$ cat src/rtl/wms_pkg.sv
`default_nettype none

package wms_pkg;

  localparam int unsigned SampleW   = 32;
  localparam int unsigned CountOutW = 7;

  localparam logic [0:0] RegInputPresorted = 1'b0;

  typedef enum logic [1:0] {
    CellHold    = 2'd0,
    CellLoad    = 2'd1,
    CellShiftUp = 2'd2,
    CellShiftDn = 2'd3
  } cell_op_e;

  typedef struct packed {
    cell_op_e op;
    logic     clear;
  } cell_ctrl_t;

  typedef enum logic [1:0] {
    StFill  = 2'b01,
    StDrain = 2'b10
  } state_e;

endpackage

`default_nettype wire

$ cat src/rtl/wms_cell.sv
`default_nettype none

module wms_cell (
  input  wire logic                              clk_i,
  input  wire logic                              rst_ni,
  input  wire wms_pkg::cell_ctrl_t               ctrl_i,
  input  wire logic                              presorted_i,
  input  wire logic signed [wms_pkg::SampleW-1:0] new_val_i,
  input  wire logic signed [wms_pkg::SampleW-1:0] prev_val_i,
  input  wire logic                              prev_occ_i,
  input  wire logic signed [wms_pkg::SampleW-1:0] next_val_i,
  output logic signed [wms_pkg::SampleW-1:0]      val_o,
  output logic                                   occ_o,
  output logic                                   ins_o
);

  logic signed [wms_pkg::SampleW-1:0] val_q, val_d;
  logic                               occ_q, occ_d;

  // new item goes in front of this cell
  assign ins_o = !occ_q || (!presorted_i && (val_q > new_val_i));

  always_comb begin
    val_d = val_q;
    occ_d = occ_q;
    case (ctrl_i.op)
      wms_pkg::CellHold: begin
      end
      wms_pkg::CellLoad: begin
        val_d = new_val_i;
        occ_d = 1'b1;
      end
      wms_pkg::CellShiftUp: begin
        val_d = prev_val_i;
        occ_d = prev_occ_i;
      end
      wms_pkg::CellShiftDn: begin
        val_d = next_val_i;
      end
      default: begin
      end
    endcase
    if (ctrl_i.clear) begin
      occ_d = 1'b0;
    end
  end

  always_ff @(posedge clk_i or negedge rst_ni) begin
    if (!rst_ni) begin
      occ_q <= 1'b0;
    end else begin
      occ_q <= occ_d;
    end
  end

  always_ff @(posedge clk_i) begin
    val_q <= val_d;
  end

  assign val_o = val_q;
  assign occ_o = occ_q;

endmodule

`default_nettype wire
$ cat config.mk
export PLATFORM = sky130hd
export DESIGN_NAME = wms_cell
export DESIGN_NICKNAME = d
export VERILOG_FILES = /design/src/rtl/wms_pkg.sv /design/src/rtl/wms_cell.sv
export SDC_FILE = /design/constraint.sdc
export NUM_CORES = 1
export LEC_CHECK = 0
export BUFFER_PORTS_ARGS = -buffer_cell sky130_fd_sc_hd__buf_4
export CORE_MARGIN = 2
export CORE_UTILIZATION = 47
export CTS_CLUSTER_DIAMETER = 200
export CTS_CLUSTER_SIZE = 14
export DETAILED_ROUTE_END_ITERATION = 8
export GPL_ROUTABILITY_DRIVEN = 1
export PLACE_DENSITY_LB_ADDON = 0.1
export SYNTH_ARGS = -nofsm -noshare
export SYNTH_HDL_FRONTEND = slang
export SYNTH_SLANG_ARGS = --single-unit
$ cat constraint.sdc
create_clock -name clk_i -period 2.4 [get_ports clk_i]
set_input_delay 0.12 -clock clk_i [delete_from_list [all_inputs] [get_ports clk_i]]
set_output_delay 0.12 -clock clk_i [all_outputs]
set_load 0.05 [all_outputs]
# Word level (Yosys, flattened, before mapping)
# Index checks and enable logic that the tools add are counted.
[classes] eq_ne=3 order_cmp=1 mux=3 n_reduce_logical=6
[op_table] operator="$pmux W32 S3" count=1
[op_table] operator="$gt A32 B32 Y1" count=1
[op_table] operator="$reduce_bool A3 Y1" count=2
[op_table] operator="$eq A2 B2 Y1 const B" count=2
[op_table] operator="$eq A2 B1 Y1 const B" count=1
[op_table] operator="$logic_not A1 Y1" count=2
[op_table] operator="$pmux W1 S2" count=1
[op_table] operator="$logic_and A1 B1 Y1" count=1
[op_table] operator="$logic_or A1 B1 Y1" count=1
[op_table] operator="$mux W1" count=1
[word_totals] regBits=33 wordCells=15 in_bits=103 out_inout_bits=34

# Depth between registers and ports, before layout
[logic_depth] word_depth=3 mapped_depth=7 depth_no_buf=7

# Worst setup path after synthesis
# OpenSTA, ideal clock, no wires.
[synth_timing] path_kind="register to output" start="register val_q (netlist bit val_o[31])" end="output port ins_o" arrival_ns=2.490 setup_slack_ns=-0.210 required_ns=2.280 stages_incl_launch_ff=7 n_path_buf=0 cell_sequence="edfxtp_1 ha_1 nand4_2 nor3_1 a21oi_1 nor3b_1 o2111ai_1"
[synth_via] elab_chain_cells=3
[synth_lines] element="start, declared" line="wms_cell.sv:17" rtl="logic signed [wms_pkg::SampleW-1:0] val_q, val_d;"
[synth_lines] element="start signal, assigned" line="wms_cell.sv:57" rtl="val_q <= val_d;"
[synth_lines] element="$gt A32 B32 Y1" line="wms_cell.sv:21" rtl="assign ins_o = !occ_q || (!presorted_i && (val_q > new_val_i));"
[synth_lines] element="$logic_and A1 B1 Y1" line="wms_cell.sv:21"
[synth_lines] element="$logic_or A1 B1 Y1" line="wms_cell.sv:21"
[synth_lines] element="end, declared" line="wms_cell.sv:14" rtl="output logic ins_o"
# Every way passes these cells.

# Worst setup path in the final report
[layout_timing] start="register val_q (netlist bit val_o[17])" end="output port ins_o"
# Same word-level chain as after synthesis.

==> impl_metrics.ini <==
[detailed_routing]
route.antenna.remaining_nets = 0
remaining_drc_errors = 0
dr_total_vias = 2430
wirelength_mm = 6.540
wire_per_inst_um = 13.83
drt-pass1-iter-count = 5
drt_iter0_markers = 61
vias_per_cell = 5.137

[sta]
final_hold_viol_count = 0
min_period_ps = 2280
fin_crit_sh = 0.9501
relSlewSlack = 0.5973
fin_worst_skew_ps = 0
tightest_slew_ps = 604.0
drv_slew = 0
tns_ps = 0
setup_viol = 0
clock.fmax_mhz = 438.5

[job]
maxCapViolCount = 0

[synth]
synth_top_area_cell = edfxtp_1
synth_top_family_by_area = adder cells
syn_inst = 262
synth_edf_count = 32
synthMuxAreaShare = 0.1300
synth_xor_area_frac = 0
syn_nets = 397
syn_avg_cell_area_um2 = 9.699
synth_cell_types = 33
yosys.area_share.simple = 0.1182
synth_ff_type = edfxtp_1
synth_top_area_share = 0.3781
yosys-top-cells-count = a21oi_1, nor2_1, inv_1, mux2i_1
seq_area_frac_synth = 0.3880
synth_adder_area_share = 0.1576
yosysMostFrequentCell = a21oi_1
yosys-top-cells-area = edfxtp_1, ha_1, mux2i_1
synth-compound-area-share = 0.1393
ys_warn_count = 0
yosys_register_bits = 33
async_flop_share = 0.03030
synth_area_mm2 = 0.002541

[grt]
grt_pass1_vias = 2376
grt_max_degree = 66
gr-total-overflow = 0
grt_pass1_wl_mm = 10.40
antenna_found_initial = 0
grt_usage = 0.2142

[setup_path]
worstPathBufferInverterCount = 1
critPathLaunchType = flop
rrSetupSlack_ps = 1530
critical_path.cell_chain = ha_1, nand4_1, nor4_4, a211oi_1, nand4bb_1, o2111ai_2, buf_6
arrival_ps = 2160
critPathSlowestCell = edfxtp_1
ff2ff_path_depth = 2
worstSetupEndpointType = output port
worstReg2RegStart = occ_o$_DFFE_PN0P_
crit_cells = 7
max_stage_delay_ps = 420
critical_path.top_delay_family = simple AND/OR/NAND/NOR gates
crit_start = val_o[17]$_DFFE_PP_
worstSetupPathType = flop to output port
critPathRequiredTime_ps = 2280
timing.rr.end = occ_o$_DFFE_PN0P_
worstPathMaxFanout = 3

[floorplan]
io_pins = 137
fp.dieW_um = 77.53
start_util = 0.4913
coreArea_mm2 = 0.005172
dieArea_mm2 = 0.006011
row_count = 26
die_h_um = 77.53

[pwr]
combPwrFrac = 0.423
clockPowerShare = 0.210
power.density_mw_per_mm2 = 529.7
p_leak_nw = 1.925
power_frac_seq = 0.367
swShare = 0.3646
ir_drop_mv = 0.5478
p_int_mw = 1.302
p_sw_mw = 0.7474

[placed_design]
place_congestion = 0.8043
dp_hpwl_mm = 5.115
io_buffer_count = 136
placed_area_mm2 = 0.003645

[finish]
area_delta_synth_final_pct = 52.29
drive_gt1_frac = 0.3995
final_cell_area_mm2 = 0.003870
diodes = 0
num-nets-final = 537

[clocking]
clkSinkCount = 33
cts_made_buffers = 5
clkTransAtPathRegs_ps = 70
clock_path_buffers = 2
cts-htree-levels = 2
clkLatencyLatePin_ps = 270
cts_tree = built
root_buffer = clkbuf_8

[worst_hold_path]
hp-class = primary input to async pin

[outcome]
status = completed
==> metrics by stage <==
step	power, mW	cells	hold slack, ps	utilization	setup slack (ps)
after global routing	2.162	473	146.8	0.7482	-14.57
final	2.050	473	154.0	0.7482	119.6
after global placement	1.573	460	-104.6	0.7046	359.9
after CTS	2.021	470	162.8	0.7259	19.37
after floorplan	1.273	262	-175.6	-	41.58
after detailed placement	1.590	460	-102.2	0.7046	329.9
==> timing repair <==
item,4_1_cts,5_1_grt
hold buffers,2,0
buffers inserted,0,3
gates resized for setup,0,12
setup endpoints to repair,0,1
hold endpoints to repair,2,0
==> metal layers <==
metal / global-route usage / part of all wire / up-vias
li1: - / - / 1232
met1: 0.2491 / 0.39 / 1108
met2: 0.3913 / 0.53 / 84
met3: 0.05233 / 0.063 / 6
met4: 0.05714 / 0.012 / 0
met5: 0 / 0 / -
==> power groups by stage <==
stage	logic [mW]	clock network, mW	registers [mW]
floorplan	0.279	0	0.994
global placement	0.815	0	0.758
detailed placement	0.827	0	0.763
CTS	0.833	0.437	0.751
global route	0.933	0.468	0.761
finish	0.867	0.430	0.753
==> placed cells by master, fill, tap and decap left out, drive strengths merged, types with 2 or more instances in the layout <==
cell and count:
buf 142, a21oi 47, nor2 34, inv 33, mux2i 33, edfxtp 32, ha 32, nand4 8
clkbuf 8, nand2 5, a21o 3, nand3 3, nor4 3, a211oi 3, o21ai 2, dlygate4sd3 2
==> logic make-up after synthesis <==
family | Yosys count
fa+ha+maj | 32
flops | 33
mux | 33
buf+inv | 44
compound gates | 62
simple gates | 58
==> sequential cells by signal (all words and copies together), names as in the netlist <==
signal / flops
occ_o: 1
val_o: 32
==> area by class of cell <==
cell class,instances,area [um2]
Inverter,33,123.9
Fill cell,389,1303
Clock buffer,8,90.09
Timing Repair Buffer,144,1102
Tap cell,70,87.58
Sequential cell,33,985.9
Multi-Input combinational cell,185,1480
==> worst max-delay path by stage <==
stage / slack (ps) / end
global placement: 360 / ins_o
global route: -10 / ins_o
detailed placement: 330 / ins_o
CTS: 20 / ins_o
floorplan: 40 / ins_o
finish: 120 / ins_o
Note: power is estimated with default switching activity, not from simulation.
